## src/rtl/tdft_pkg.sv

```systemverilog
package tdft_pkg;

    // Event codes
    localparam logic [1:0] FUNC_TICK    = 2'd0;
    localparam logic [1:0] FUNC_PRESS   = 2'd1;
    localparam logic [1:0] FUNC_MOVE    = 2'd2;
    localparam logic [1:0] FUNC_RELEASE = 2'd3;

    // Heading codes
    localparam logic [1:0] HEAD_NONE = 2'd0;
    localparam logic [1:0] HEAD_POS  = 2'd1;
    localparam logic [1:0] HEAD_NEG  = 2'd2;

    // Configuration register indexes
    localparam logic [1:0] CFG_MOVE_THRESHOLD = 2'd0;
    localparam logic [1:0] CFG_TICK_PERIOD_MS = 2'd1;
    localparam logic [1:0] CFG_IDLE_LIMIT     = 2'd2;

    // Field and register widths
    localparam int TOUCH_W  = 12;
    localparam int THR_W    = 12;
    localparam int PERIOD_W = 8;
    localparam int IDLE_W   = 16;
    localparam int MS_W     = 16;
    localparam int SPEED_W  = 20;
    localparam int CFG_W    = 16;
    localparam int CFG_IDX_W = 2;

    // Milliseconds per second, and the bits it takes
    localparam int MS_SCALE   = 1000;
    localparam int MS_SCALE_W = 10;

    localparam logic [SPEED_W-1:0] SPEED_MAX = {SPEED_W{1'b1}};
    localparam logic [MS_W-1:0]    MS_MAX    = {MS_W{1'b1}};
    localparam logic [IDLE_W-1:0]  IDLE_MAX  = {IDLE_W{1'b1}};

    // Reset values of the configuration registers
    localparam logic [THR_W-1:0]    THR_RESET    = 12'd8;
    localparam logic [PERIOD_W-1:0] PERIOD_RESET = 8'd10;
    localparam logic [IDLE_W-1:0]   IDLE_RESET   = 16'd50;

    typedef struct packed {
        logic [1:0]         func;
        logic [TOUCH_W-1:0] touch_x;
        logic [TOUCH_W-1:0] touch_y;
    } evt_t;

    typedef struct packed {
        logic [SPEED_W-1:0] speed_x;
        logic [SPEED_W-1:0] speed_y;
        logic [1:0]         heading_x;
        logic [1:0]         heading_y;
        logic               dragging;
    } res_t;

endpackage

```

## src/rtl/touch_drag_flick_tracker_unit.sv

```systemverilog
// Touch drag and flick tracker. Each accepted item is one touch event (tick, press, move or
// release) and gives exactly one result item carrying both axis speeds, both headings and the
// dragging flag as they stand after the event. A move or release while dragging runs S_MOVE
// for each axis, since one shared axis datapath applies the move to the horizontal and then the vertical axis.
// A tick while dragging runs, for each axis, S_TMUL to form travel*1000 on a single multiplier,
// then S_TDIV, where one restoring divider produces one quotient bit per cycle, then S_TFIN;
// the same divider serves both axes in turn. evt_stall stays high while an item is in work;
// the result register lets the next item enter while a finished result still waits on
// res_stall. Configuration writes are taken at any time but belong between items.
module touch_drag_flick_tracker_unit #(
    parameter int COORD_BITS  = 12,
    parameter int TRAVEL_BITS = 20
) (
    input  logic                            clk,
    input  logic                            rst_n,
    input  logic                            evt_valid,
    output logic                            evt_stall,
    input  tdft_pkg::evt_t                  evt,
    output logic                            res_valid,
    input  logic                            res_stall,
    output tdft_pkg::res_t                  res,
    input  logic                            cfg_we,
    input  logic [tdft_pkg::CFG_IDX_W-1:0]  cfg_index,
    input  logic [tdft_pkg::CFG_W-1:0]      cfg_data
);
    import tdft_pkg::*;

    // Offset is base minus touch, one bit wider than a coordinate.
    localparam int OFF_W = COORD_BITS + 1;
    // Compare width: room for offset differences and the negated threshold.
    localparam int DW    = (COORD_BITS + 2 > THR_W + 1) ? COORD_BITS + 2 : THR_W + 1;
    localparam int SUM_W = ((TRAVEL_BITS > DW) ? TRAVEL_BITS : DW) + 1;
    localparam int NUM_W = TRAVEL_BITS + MS_SCALE_W;
    localparam int CNT_W = $clog2(NUM_W);

    localparam logic [SUM_W-1:0] TRAVEL_MAX = SUM_W'({TRAVEL_BITS{1'b1}});

    // Sequencer states
    localparam logic [2:0] S_IDLE = 3'd0;
    localparam logic [2:0] S_MOVE = 3'd1;
    localparam logic [2:0] S_TMUL = 3'd2;
    localparam logic [2:0] S_TDIV = 3'd3;
    localparam logic [2:0] S_TFIN = 3'd4;
    localparam logic [2:0] S_TEND = 3'd5;
    localparam logic [2:0] S_DONE = 3'd6;

    // Configuration
    logic [THR_W-1:0]    thr_reg;
    logic [PERIOD_W-1:0] period_reg;
    logic [IDLE_W-1:0]   idle_limit_reg;

    // Sequencer
    logic [2:0] state_reg;
    logic       axis_reg;
    evt_t       evt_reg;

    // Gesture state, one entry per axis (0 horizontal, 1 vertical)
    logic [COORD_BITS-1:0]   base_x_reg;
    logic [COORD_BITS-1:0]   base_y_reg;
    logic signed [OFF_W-1:0] last_off_reg [2];
    logic [1:0]              heading_reg  [2];
    logic [MS_W-1:0]         elapsed_reg  [2];
    logic [TRAVEL_BITS-1:0]  travel_reg   [2];
    logic [SPEED_W-1:0]      speed_reg    [2];
    logic                    active_reg;
    logic [IDLE_W-1:0]       idle_reg;

    // Divider
    logic [NUM_W-1:0]   num_reg;
    logic [MS_W-1:0]    div_reg;
    logic [MS_W-1:0]    rem_reg;
    logic [SPEED_W-1:0] quo_reg;
    logic               ovf_reg;
    logic [CNT_W-1:0]   cnt_reg;

    // Result
    res_t res_reg;
    logic res_valid_reg;

    // ------------------------------------------------------------------
    // Move datapath for the selected axis
    // ------------------------------------------------------------------
    logic [COORD_BITS-1:0]   coord_x;
    logic [COORD_BITS-1:0]   coord_y;
    logic [COORD_BITS-1:0]   base_sel;
    logic [COORD_BITS-1:0]   coord_sel;
    logic signed [OFF_W-1:0] off_next;
    logic signed [DW-1:0]    p_s;
    logic signed [DW-1:0]    d_s;
    logic signed [DW-1:0]    t_s;
    logic signed [DW-1:0]    dn_s;
    logic signed [DW-1:0]    up_s;
    logic                    rev;
    logic [1:0]              heading_next;
    logic [DW-2:0]           mag;
    logic [TRAVEL_BITS-1:0]  travel_base;
    logic [SUM_W-1:0]        travel_sum;
    logic [TRAVEL_BITS-1:0]  travel_next;

    assign coord_x   = COORD_BITS'(evt_reg.touch_x);
    assign coord_y   = COORD_BITS'(evt_reg.touch_y);
    assign base_sel  = axis_reg ? base_y_reg : base_x_reg;
    assign coord_sel = axis_reg ? coord_y : coord_x;
    assign off_next  = signed'({1'b0, base_sel}) - signed'({1'b0, coord_sel});

    assign p_s  = DW'(last_off_reg[axis_reg]);
    assign d_s  = DW'(off_next);
    assign t_s  = signed'(DW'(thr_reg));
    assign dn_s = p_s - d_s;
    assign up_s = d_s - p_s;

    // Reversal needs the offset to move against the heading by more than the threshold.
    assign rev = ((heading_reg[axis_reg] == HEAD_POS) && (d_s < p_s) && (dn_s > t_s)) ||
                 ((heading_reg[axis_reg] == HEAD_NEG) && (d_s > p_s) && (up_s > t_s));

    always_comb
    begin
        heading_next = heading_reg[axis_reg];
        case (heading_reg[axis_reg])
            HEAD_POS:
            begin
                if (rev)
                begin
                    heading_next = HEAD_NEG;
                end
            end
            HEAD_NEG:
            begin
                if (rev)
                begin
                    heading_next = HEAD_POS;
                end
            end
            default:
            begin
                // From no direction, the offset itself must pass the threshold.
                if ((d_s > 0) && (d_s > t_s))
                begin
                    heading_next = HEAD_POS;
                end
                else if ((d_s < 0) && (d_s < -t_s))
                begin
                    heading_next = HEAD_NEG;
                end
            end
        endcase
    end

    assign mag         = dn_s[DW-1] ? up_s[DW-2:0] : dn_s[DW-2:0];
    assign travel_base = rev ? '0 : travel_reg[axis_reg];
    assign travel_sum  = SUM_W'(travel_base) + SUM_W'(mag);
    assign travel_next = (travel_sum > TRAVEL_MAX) ? {TRAVEL_BITS{1'b1}}
                                                   : travel_sum[TRAVEL_BITS-1:0];

    // ------------------------------------------------------------------
    // Tick datapath: elapsed time, numerator and one divider step
    // ------------------------------------------------------------------
    logic [MS_W:0]        el_sum;
    logic [MS_W-1:0]      elapsed_next;
    logic [MS_W-1:0]      div_next;
    logic [NUM_W-1:0]     num_next;
    logic [MS_W:0]        rem_sh;
    logic                 rem_ge;
    logic [MS_W-1:0]      rem_next;
    logic [SPEED_W-1:0]   speed_next;
    logic [IDLE_W-1:0]    idle_next;
    logic                 timeout;
    logic                 both_zero;

    assign el_sum       = {1'b0, elapsed_reg[axis_reg]} + (MS_W + 1)'(period_reg);
    assign elapsed_next = el_sum[MS_W] ? MS_MAX : el_sum[MS_W-1:0];
    assign div_next     = (elapsed_next == '0) ? MS_W'(1) : elapsed_next;
    assign num_next     = NUM_W'(travel_reg[axis_reg]) * NUM_W'(MS_SCALE);

    assign rem_sh   = {rem_reg, num_reg[NUM_W-1]};
    assign rem_ge   = (rem_sh >= {1'b0, div_reg});
    assign rem_next = rem_ge ? MS_W'(rem_sh - {1'b0, div_reg}) : rem_sh[MS_W-1:0];

    // Any quotient bit above the speed width saturates.
    assign speed_next = ovf_reg ? SPEED_MAX : quo_reg;

    assign idle_next = (idle_reg == IDLE_MAX) ? idle_reg : idle_reg + IDLE_W'(1);
    assign timeout   = (idle_next > idle_limit_reg);
    assign both_zero = (speed_reg[0] == '0) && (speed_reg[1] == '0);

    // ------------------------------------------------------------------
    // Configuration registers
    // ------------------------------------------------------------------
    always_ff @(posedge clk or negedge rst_n)
    begin
        if (!rst_n)
        begin
            thr_reg        <= THR_RESET;
            period_reg     <= PERIOD_RESET;
            idle_limit_reg <= IDLE_RESET;
        end
        else if (cfg_we)
        begin
            case (cfg_index)
                CFG_MOVE_THRESHOLD: thr_reg        <= cfg_data[THR_W-1:0];
                CFG_TICK_PERIOD_MS: period_reg     <= cfg_data[PERIOD_W-1:0];
                CFG_IDLE_LIMIT:     idle_limit_reg <= cfg_data[IDLE_W-1:0];
                default:            ;
            endcase
        end
    end

    // ------------------------------------------------------------------
    // Sequencer and gesture state
    // ------------------------------------------------------------------
    always_ff @(posedge clk or negedge rst_n)
    begin
        if (!rst_n)
        begin
            state_reg     <= S_IDLE;
            axis_reg      <= 1'b0;
            base_x_reg    <= '0;
            base_y_reg    <= '0;
            for (int a = 0; a < 2; a++)
            begin
                last_off_reg[a] <= '0;
                heading_reg[a]  <= HEAD_NONE;
                elapsed_reg[a]  <= '0;
                travel_reg[a]   <= '0;
                speed_reg[a]    <= '0;
            end
            active_reg    <= 1'b0;
            idle_reg      <= '0;
            ovf_reg       <= 1'b0;
            cnt_reg       <= '0;
            res_valid_reg <= 1'b0;
        end
        else
        begin
            // Load a finished result when the register is free, else drop a taken one.
            if ((state_reg == S_DONE) && (!res_valid_reg || !res_stall))
            begin
                res_valid_reg <= 1'b1;
            end
            else if (res_valid_reg && !res_stall)
            begin
                res_valid_reg <= 1'b0;
            end

            case (state_reg)
                S_IDLE:
                begin
                    if (evt_valid)
                    begin
                        axis_reg <= 1'b0;
                        case (evt.func)
                            FUNC_TICK:
                            begin
                                state_reg <= active_reg ? S_TMUL : S_DONE;
                            end
                            FUNC_PRESS:
                            begin
                                // Latch the base point and start a fresh gesture.
                                base_x_reg <= COORD_BITS'(evt.touch_x);
                                base_y_reg <= COORD_BITS'(evt.touch_y);
                                for (int a = 0; a < 2; a++)
                                begin
                                    last_off_reg[a] <= '0;
                                    heading_reg[a]  <= HEAD_NONE;
                                    elapsed_reg[a]  <= '0;
                                    travel_reg[a]   <= '0;
                                    speed_reg[a]    <= '0;
                                end
                                active_reg <= 1'b1;
                                idle_reg   <= '0;
                                state_reg  <= S_DONE;
                            end
                            default:
                            begin
                                // Move or release: track while active, else start a gesture.
                                if (active_reg)
                                begin
                                    state_reg <= S_MOVE;
                                end
                                else
                                begin
                                    base_x_reg <= COORD_BITS'(evt.touch_x);
                                    base_y_reg <= COORD_BITS'(evt.touch_y);
                                    for (int a = 0; a < 2; a++)
                                    begin
                                        last_off_reg[a] <= '0;
                                        heading_reg[a]  <= HEAD_NONE;
                                        elapsed_reg[a]  <= '0;
                                        travel_reg[a]   <= '0;
                                        speed_reg[a]    <= '0;
                                    end
                                    active_reg <= 1'b1;
                                    idle_reg   <= '0;
                                    state_reg  <= S_DONE;
                                end
                            end
                        endcase
                    end
                end

                S_MOVE:
                begin
                    heading_reg[axis_reg]  <= heading_next;
                    travel_reg[axis_reg]   <= travel_next;
                    last_off_reg[axis_reg] <= off_next;
                    if (rev)
                    begin
                        elapsed_reg[axis_reg] <= '0;
                    end
                    if (axis_reg)
                    begin
                        if (evt_reg.func == FUNC_RELEASE)
                        begin
                            active_reg <= 1'b0;
                        end
                        idle_reg  <= '0;
                        state_reg <= S_DONE;
                    end
                    else
                    begin
                        axis_reg <= 1'b1;
                    end
                end

                S_TMUL:
                begin
                    elapsed_reg[axis_reg] <= elapsed_next;
                    ovf_reg   <= 1'b0;
                    cnt_reg   <= CNT_W'(NUM_W - 1);
                    state_reg <= S_TDIV;
                end

                S_TDIV:
                begin
                    ovf_reg <= ovf_reg | quo_reg[SPEED_W-1];
                    if (cnt_reg == '0)
                    begin
                        state_reg <= S_TFIN;
                    end
                    else
                    begin
                        cnt_reg <= cnt_reg - CNT_W'(1);
                    end
                end

                S_TFIN:
                begin
                    if (speed_next == '0)
                    begin
                        // No motion left on this axis: drop its tracking.
                        last_off_reg[axis_reg] <= '0;
                        heading_reg[axis_reg]  <= HEAD_NONE;
                        elapsed_reg[axis_reg]  <= '0;
                        travel_reg[axis_reg]   <= '0;
                        speed_reg[axis_reg]    <= '0;
                    end
                    else
                    begin
                        speed_reg[axis_reg] <= speed_next;
                    end
                    if (axis_reg)
                    begin
                        state_reg <= S_TEND;
                    end
                    else
                    begin
                        axis_reg  <= 1'b1;
                        state_reg <= S_TMUL;
                    end
                end

                S_TEND:
                begin
                    idle_reg <= idle_next;
                    // End the gesture when both axes stopped or the idle limit passed.
                    if (both_zero || timeout)
                    begin
                        active_reg <= 1'b0;
                        base_x_reg <= '0;
                        base_y_reg <= '0;
                        for (int a = 0; a < 2; a++)
                        begin
                            last_off_reg[a] <= '0;
                            heading_reg[a]  <= HEAD_NONE;
                            elapsed_reg[a]  <= '0;
                            travel_reg[a]   <= '0;
                            speed_reg[a]    <= '0;
                        end
                    end
                    state_reg <= S_DONE;
                end

                S_DONE:
                begin
                    // Hold until the result register is free.
                    if (!res_valid_reg || !res_stall)
                    begin
                        state_reg <= S_IDLE;
                    end
                end

                default:
                begin
                    state_reg <= S_IDLE;
                end
            endcase
        end
    end

    // ------------------------------------------------------------------
    // Payload registers: event copy, divider datapath, result
    // ------------------------------------------------------------------
    always_ff @(posedge clk)
    begin
        if ((state_reg == S_IDLE) && evt_valid)
        begin
            evt_reg <= evt;
        end

        if (state_reg == S_TMUL)
        begin
            num_reg <= num_next;
            div_reg <= div_next;
            rem_reg <= '0;
            quo_reg <= '0;
        end
        else if (state_reg == S_TDIV)
        begin
            num_reg <= {num_reg[NUM_W-2:0], 1'b0};
            rem_reg <= rem_next;
            quo_reg <= {quo_reg[SPEED_W-2:0], rem_ge};
        end

        if ((state_reg == S_DONE) && (!res_valid_reg || !res_stall))
        begin
            res_reg.speed_x   <= speed_reg[0];
            res_reg.speed_y   <= speed_reg[1];
            res_reg.heading_x <= heading_reg[0];
            res_reg.heading_y <= heading_reg[1];
            res_reg.dragging  <= active_reg;
        end
    end

    assign evt_stall = (state_reg != S_IDLE);
    assign res_valid = res_valid_reg;
    assign res       = res_reg;

endmodule

```

## config.mk

```make
export PLATFORM = sky130hd
export DESIGN_NAME = touch_drag_flick_tracker_unit
export DESIGN_NICKNAME = d
export VERILOG_FILES = /design/src/rtl/tdft_pkg.sv /design/src/rtl/touch_drag_flick_tracker_unit.sv
export SDC_FILE = /design/constraint.sdc
export NUM_CORES = 1
export LEC_CHECK = 0
export BUFFER_PORTS_ARGS = -buffer_cell sky130_fd_sc_hd__buf_2
export CAP_MARGIN = 5
export CORE_MARGIN = 2
export CORE_UTILIZATION = 30
export CTS_BUF_LIST = sky130_fd_sc_hd__clkbuf_8
export CTS_CLUSTER_DIAMETER = 150
export DETAILED_ROUTE_END_ITERATION = 10
export GPL_ROUTABILITY_DRIVEN = 0
export REMOVE_ABC_BUFFERS = 1
export SYNTH_ARGS = -nofsm -noshare
export SYNTH_HDL_FRONTEND = slang
export SYNTH_SLANG_ARGS = --single-unit
```

## constraint.sdc

```tcl
create_clock -name clk -period 30.3 [get_ports clk]
set_input_delay 4.545 -clock clk [delete_from_list [all_inputs] [get_ports clk]]
set_output_delay 4.545 -clock clk [all_outputs]
set_load 0.01 [all_outputs]
```

==> summary.md, run 1 <==
| Metric | Value |
|---|---|
| Worst rel slew slack | `15.63%` |
| Final Hold Viols | `0` |
| Area Growth Syn to Fin | `12.82%` |
| Critical path class | `register to register` |
| I/O pin count | `96` |
| Setup crit end | `travel_reg[14]` |
| Yosys warnings | `0` |
| Setup repair bufs after CTS | `0` |
| Worst setup SP type | `register` |
| Slowest cell on crit path | `dfrtp_4` |
| Chip width | `290.4 um` |
| Final TNS setup | `0 ns` |
| FMAX | `99.39 MHz` |
| # clock sinks | `380` |
| Dpl ws | `20.36 ns` |
| Fraction of registers with async set/reset | `60.53%` |
| Vias in the first global route | `18.13k` |
| Root Driver | `clkbuf_8` |
| Htree depth | `3` |
| Antenna violations before repair | `4` |
| Final net count | `2834` |
| Syn Area/Cell | `10.20 um2` |
| Routed length per placed instance | `16.57 um` |
| CTS Hold Bufs | `0` |
| Remaining global-route overflow | `0` |
| Worst setup path start | `axis_reg` |
| Setup ws final | `20.24 ns` |
| WHS | `0.4573 ns` |
| Final wirelength | `60.20 mm` |
| Mapped cell area | `0.02460 mm2` |
| Post_cts resized | `0` |
| Reg-to-reg slack, setup | `20.24 ns` |
| Detailed Route Iter0 Violations | `1087` |
| Critical R2R Launch | `axis_reg` |
| Port bufs | `95` |
| Via Count | `18.15k` |
| CTS clk-pin slew, worst paths | `0.06 ns` |
| Endpoints failing setup | `0` |
| Critical Path Sink Type | `register` |
| Antenna-violating nets left | `0` |
| Non-filler instance count after layout | `3633` |
| Chip height | `290.4 um` |
| Site Rows | `105` |
| Core box area | `0.08158 mm2` |
| DRC errors left | `0` |
| Top_reg_cell synth | `dfrtp_1` |
| Clk Latency, worst-skew pair | `0.66 ns` |
| Unrepaired setup endpoints after global routing | `false` |
| RR Endpoint | `travel_reg[14]` |
| CTS max path bufs | `3` |
| Seq/Total Area, Yosys | `40.27%` |
| TritonRoute pass-1 iters | `5` |
| Flip-flop count of the largest register after layout | `45` |
| Avg Vias per Cell | `4.995` |
| Commonest non-fill, non-tap cell in the layout | `nand2_1` |
| Worst Path Required | `30.83 ns` |
| CP most frequent cell | `ha_1` |
| Worst path max stage delay | `0.72 ns` |
| Min cycle time layout | `10.06 ns` |
| Final period util | `33.21%` |
| Crit-path max FO | `31` |
| EDFF count, synth | `114` |
| Starting density of the core | `30.15%` |
| Seq cells post-synth | `380` |
| Die area | `0.08430 mm2` |
| Clk_skew | `0.03214 ns` |
| Placed cells | `3506` |
| Critical Path AT | `10.59 ns` |
| Fillers | `8268` |
| Pins Over Slew Limit | `0` |
| Number of distinct library cells after synthesis | `99` |
| First-pass GRT wire length | `98.99 mm` |
| Global Route Usage Sum | `14.37%` |
| R2r worst-path depth | `35` |
| CTS buffer count | `69` |
| HPWL Detailed | `43.13 mm` |
| HP Class | `register to register` |
| Largest net degree at the start of global routing | `82` |
| Post-Syn Instances | `2411` |
| Commonest non-fill, non-tap cells in the layout | `nand2_1, dfrtp_1, inv_1, ha_1, o21ai_0` |
| Slew @ Worst Pin | `1.261 ns` |
| Fraction of layout instances using a drive strength above 1 | `13.35%` |
| Max-cap viol count | `0` |
| Status | `completed` |
| CTS tree | `built` |
[per-stage QoR]
stage | area, um2 | utilization, %
after floorplan | 24220 | -
after global placement | 26260 | 32.19
after detailed placement | 26260 | 32.19
after CTS | 27750 | 34.01
final | 27750 | 34.02
after global routing | 27750 | 34.02
[cell usage after synthesis (6+ instances only)]
master     count  area [um2]
a21o_1        42       315.3
xnor2_1       63       551.8
edfxtp_1     114        3423
a31o_2         7       61.31
buf_1         12       45.04
inv_1        192       720.7
nor4_1        25       156.4
dfrtp_1      224        5605
xor2_1        35       306.5
o21bai_1      14       105.1
and3_1        17       106.4
o31ai_1        9       67.56
o21ai_0      141       705.7
ha_1         202        2527
mux2_2        75       844.6
mux2i_1       57       570.6
o211ai_1       6       45.04
a21oi_1      102       510.5
o21a_1        12       90.09
a211oi_1      10       75.07
clkbuf_1      73       274.0
dfxtp_1       36       720.7
o22ai_1        7       43.79
nand2b_1      25       156.4
nor2b_1       23       143.9
nand2_1      240       900.9
and2_1         7       43.79
nor2_1       138       518.0
or2_2          7       43.79
nand3_1       57       285.3
dfstp_2        6       157.7
nor3_1        45       225.2
o2bb2ai_1     44       385.4
a22o_1        95       832.1
fa_1          76        1521
o31a_1         6       52.55
a31oi_1       13       81.33
o21ai_1       11       55.05
or3_1          9       56.30
nand4_1       26       162.7
[area by class of cell]
class	instances	area [um2]	area share, %
Timing Repair Buffer	118	658.1	2.371
Sequential cell	380	9911	35.71
Inverter	193	724.4	2.610
Clock buffer	76	1046	3.769
Tap cell	1070	1339	4.824
Multi-Input combinational cell	1745	13630	49.12
Antenna cell	1	2.502	0.009017
Clock inverter	50	440.4	1.587
[worst max-delay path, delay by kind of cell (launching register included)]
family	cells	cell delay, ns
and+or+nand+nor	9	1.85
muxes	1	0.42
adders and majority gates	5	1.69
AOI/OAI and AO/OA	16	4.33
buffers and inverters	2	0.43
xor gates and xnor gates	2	0.45
DFF	1	0.72
[worst min-delay path by stage]
stage | cells after the start | from | endpoint | slack [ns]
6_report | 2 | quo_reg[8] | quo_reg[8] | 0.46
5_1_grt | 2 | quo_reg[14] | quo_reg[14] | 0.49
4_1_cts | 2 | quo_reg[8] | quo_reg[8] | 0.46
3_5_place_dp | 2 | quo_reg[8] | quo_reg[8] | 0.45
3_3_place_gp | 2 | quo_reg[8] | quo_reg[8] | 0.45
2_1_floorplan | 2 | quo_reg[8] | quo_reg[8] | 0.43
[logic make-up (layout without fill, tap and decap cells)]
logic type      count (synthesis)  in the layout  share of synthesized area (%)
buf+inv                       286            437                          4.466
fa+ha+maj                     280            280                          16.54
other cells                     0              1                              0
compound gates                586            586                          16.99
mux                           134            134                          5.905
xor+xnor                       99             99                          3.555
simple gates                  646            646                          12.27
flops                         380            380                          40.27
[routing by layer]
metal  track usage (%)  routed length [um]
met2             22.89               27260
met4             3.976                1258
met5                 0                  11
met1             20.04               29330
met3             2.485                2341
Power of run 1 is not shown: default switching activity piles up to over one toggle a cycle in this logic, so the estimate is an artifact.
==> run 2: changes to the inputs <==
Settings changed: ABC_AREA set to 1.
Clock period 30.3 ns to 10.1 ns, I/O delays scaled along.
==> summary.md, run 2 <==
| Metric | Value |
|---|---|
| Core box area | `0.08369 mm2` |
| Worst path max stage delay | `0.75 ns` |
| Buf/Inv on CP | `6` |
| Largest area contributor in the netlist | `dfrtp_1` |
| Cell family with most CP delay | `compound AO/OA/AOI/OAI gates` |
| Final Hold Viols | `0` |
| HPWL Detailed | `46.64 mm` |
| CTS tree | `built` |
| TritonRoute pass-1 iters | `6` |
| Synth top area share | `22.08%` |
| Htree depth | `3` |
| Critical path class | `register to register` |
| # clock sinks | `380` |
| Slowest cell on crit path | `dfrtp_4` |
| Endpoints failing setup | `0` |
| Top cells by count, synth | `nand2_1, inv_1, o21ai_0` |
| Min cycle time layout | `8.949 ns` |
| Port bufs | `95` |
| Final wirelength | `64.85 mm` |
| Remaining global-route overflow | `0` |
| Setup repair bufs after CTS | `0` |
| CTS buffer count | `73` |
| FMAX | `111.8 MHz` |
| Final period util | `88.60%` |
| DRC errors left | `0` |
| Largest net degree at the start of global routing | `92` |
| Area Growth Syn to Fin | `12.45%` |
| Final net count | `3512` |
| Post-Syn Instances | `3089` |
| Site Rows | `106` |
| I/O pin count | `96` |
| Die area | `0.08698 mm2` |
| Detailed Route Iter0 Violations | `1336` |
| Most common cell in the synthesized netlist | `nand2_1` |
| Worst setup SP type | `register` |
| First-pass GRT wire length | `107.0 mm` |
| HP Class | `register to register` |
| Pins Over Slew Limit | `0` |
| Status | `completed` |
| Mapped cell area | `0.02539 mm2` |
| Root Driver | `clkbuf_8` |
| GRT met1 Usage | `21.25%` |
| Commonest non-fill, non-tap cell in the layout | `nand2_1` |
| Slew @ Worst Pin | `1.082 ns` |
| Avg Vias per Cell | `4.762` |
| Max-cap viol count | `0` |
| GR Util met2 | `24.42%` |
| Dpl ws | `1.288 ns` |
| Setup ws final | `1.151 ns` |
| Top_reg_cell synth | `dfrtp_1` |
| CTS Hold Bufs | `0` |
| Chip height | `294.9 um` |
| Seq/Total Area, Yosys | `39.02%` |
| Antenna violations before repair | `4` |
| Unrepaired setup endpoints after global routing | `false` |
| Crit-path max FO | `64` |
| Worst Path Required | `10.65 ns` |
| CTS clk-pin slew, worst paths | `0.06 ns` |
| M3 GR Usage | `2.210%` |
| Routed length per placed instance | `14.80 um` |
| Antenna-violating nets left | `0` |
| Critical Path AT | `9.49 ns` |
| Critical Path Sink Type | `register` |
| CTS max path bufs | `3` |
| Worst rel slew slack | `27.81%` |
| Clk Latency, worst-skew pair | `0.66 ns` |
| Syn Area/Cell | `8.220 um2` |
| Clk_skew | `0.02684 ns` |
| Global Route Usage Sum | `15.19%` |
| EDFF count, synth | `114` |
| Commonest non-fill, non-tap cells in the layout | `nand2_1, inv_1, o21ai_0, dfrtp_1, a21oi_1` |
| Starting density of the core | `30.34%` |
| Synth top area cells | `dfrtp_1, edfxtp_1, nand2_1, ha_1, inv_1` |
| Yosys warnings | `0` |
| Chip width | `294.9 um` |
| Post_cts resized | `0` |
| CP most frequent cell | `nand2_1` |
| GR peak layer | `met2` |
| Number of distinct library cells after synthesis | `54` |
| Flip-flop count of the largest register after layout | `45` |
| Fraction of layout instances using a drive strength above 1 | `8.693%` |
| Seq cells post-synth | `380` |
| Via Count | `20.86k` |
| Fraction of registers with async set/reset | `60.53%` |
| Vias in the first global route | `20.49k` |
## run 2: cell types whose count changed in the layout (fill, tap and decap cells not counted), sizes merged, moves of 54 or more
| cell | before | now |
|---|---|---|
| nand2 | 240 | 690 |
| inv | 217 | 520 |
| o21ai | 152 | 314 |
| a21oi | 102 | 211 |
| a22o | 96 | 0 |
| o22ai | 7 | 97 |
| mux2 | 76 | 0 |
| nand3 | 58 | 112 |
## run 2: cell families after synthesis
family | synth area share [%]
simple gates | 16.90
compound gates | 15.24
xor+xnor | 3.518
buf+inv | 8.953
mux | 0.4336
fa+ha+maj | 15.95
flops | 39.02
## run 2: final timing paths
kind                            start             end  slack, ns  cells after the start
min                        rem_reg[7]      rem_reg[7]       0.48                      2
max reg2reg                  axis_reg   travel_reg[4]       1.15                     38
max                          axis_reg   travel_reg[4]       1.15                     38
max in group asynchronous       rst_n  elapsed_reg[4]       7.75                      2
min reg2reg                rem_reg[7]      rem_reg[7]       0.48                      2
min in group asynchronous       rst_n   base_x_reg[3]       0.86                      1
## run 2: through the flow
step | setup TNS, ns | std cells | util (%) | hold slack [ns] | area [um2]
3_3_place_gp | 0 | 4244 | 32.45 | 0.4623 | 27150
6_report | 0 | 4381 | 34.12 | 0.4764 | 28550
4_1_cts | 0 | 4378 | 34.11 | 0.4746 | 28540
5_1_grt | 0 | 4380 | 34.11 | 0.4924 | 28550
2_1_floorplan | -12.87 | 2982 | - | 0.4451 | 24960
3_5_place_dp | 0 | 4244 | 32.45 | 0.4648 | 27150
## run 2: final cells by class
type,instances,area [um2]
antenna,3,7.507
clock buffer,80,1101
clock inverter,54,289.0
fill,8743,55140
inverter,491,1843
multi-input combinational,2111,13250
sequential,380,9911
tap,1134,1419
timing repair buffer,128,733.2
## run 2: layer usage
| layer | up-vias | wire length, um |
|---|---|---|
| li1 | 10407 | - |
| met1 | 9893 | 30980 |
| met2 | 459 | 29160 |
| met3 | 101 | 3185 |
| met4 | 2 | 1500 |
| met5 | - | 13 |
## run 2: worst register-to-register path, delay by kind of cell (launching register included)
family | cells | cell delay, ns
compound gates | 14 | 3.10
xor+xnor | 1 | 0.17
fa+ha+maj | 4 | 1.00
buf+inv | 6 | 1.74
flops | 1 | 0.75
simple gates | 13 | 2.09
Power of run 2 is left out for the same reason.
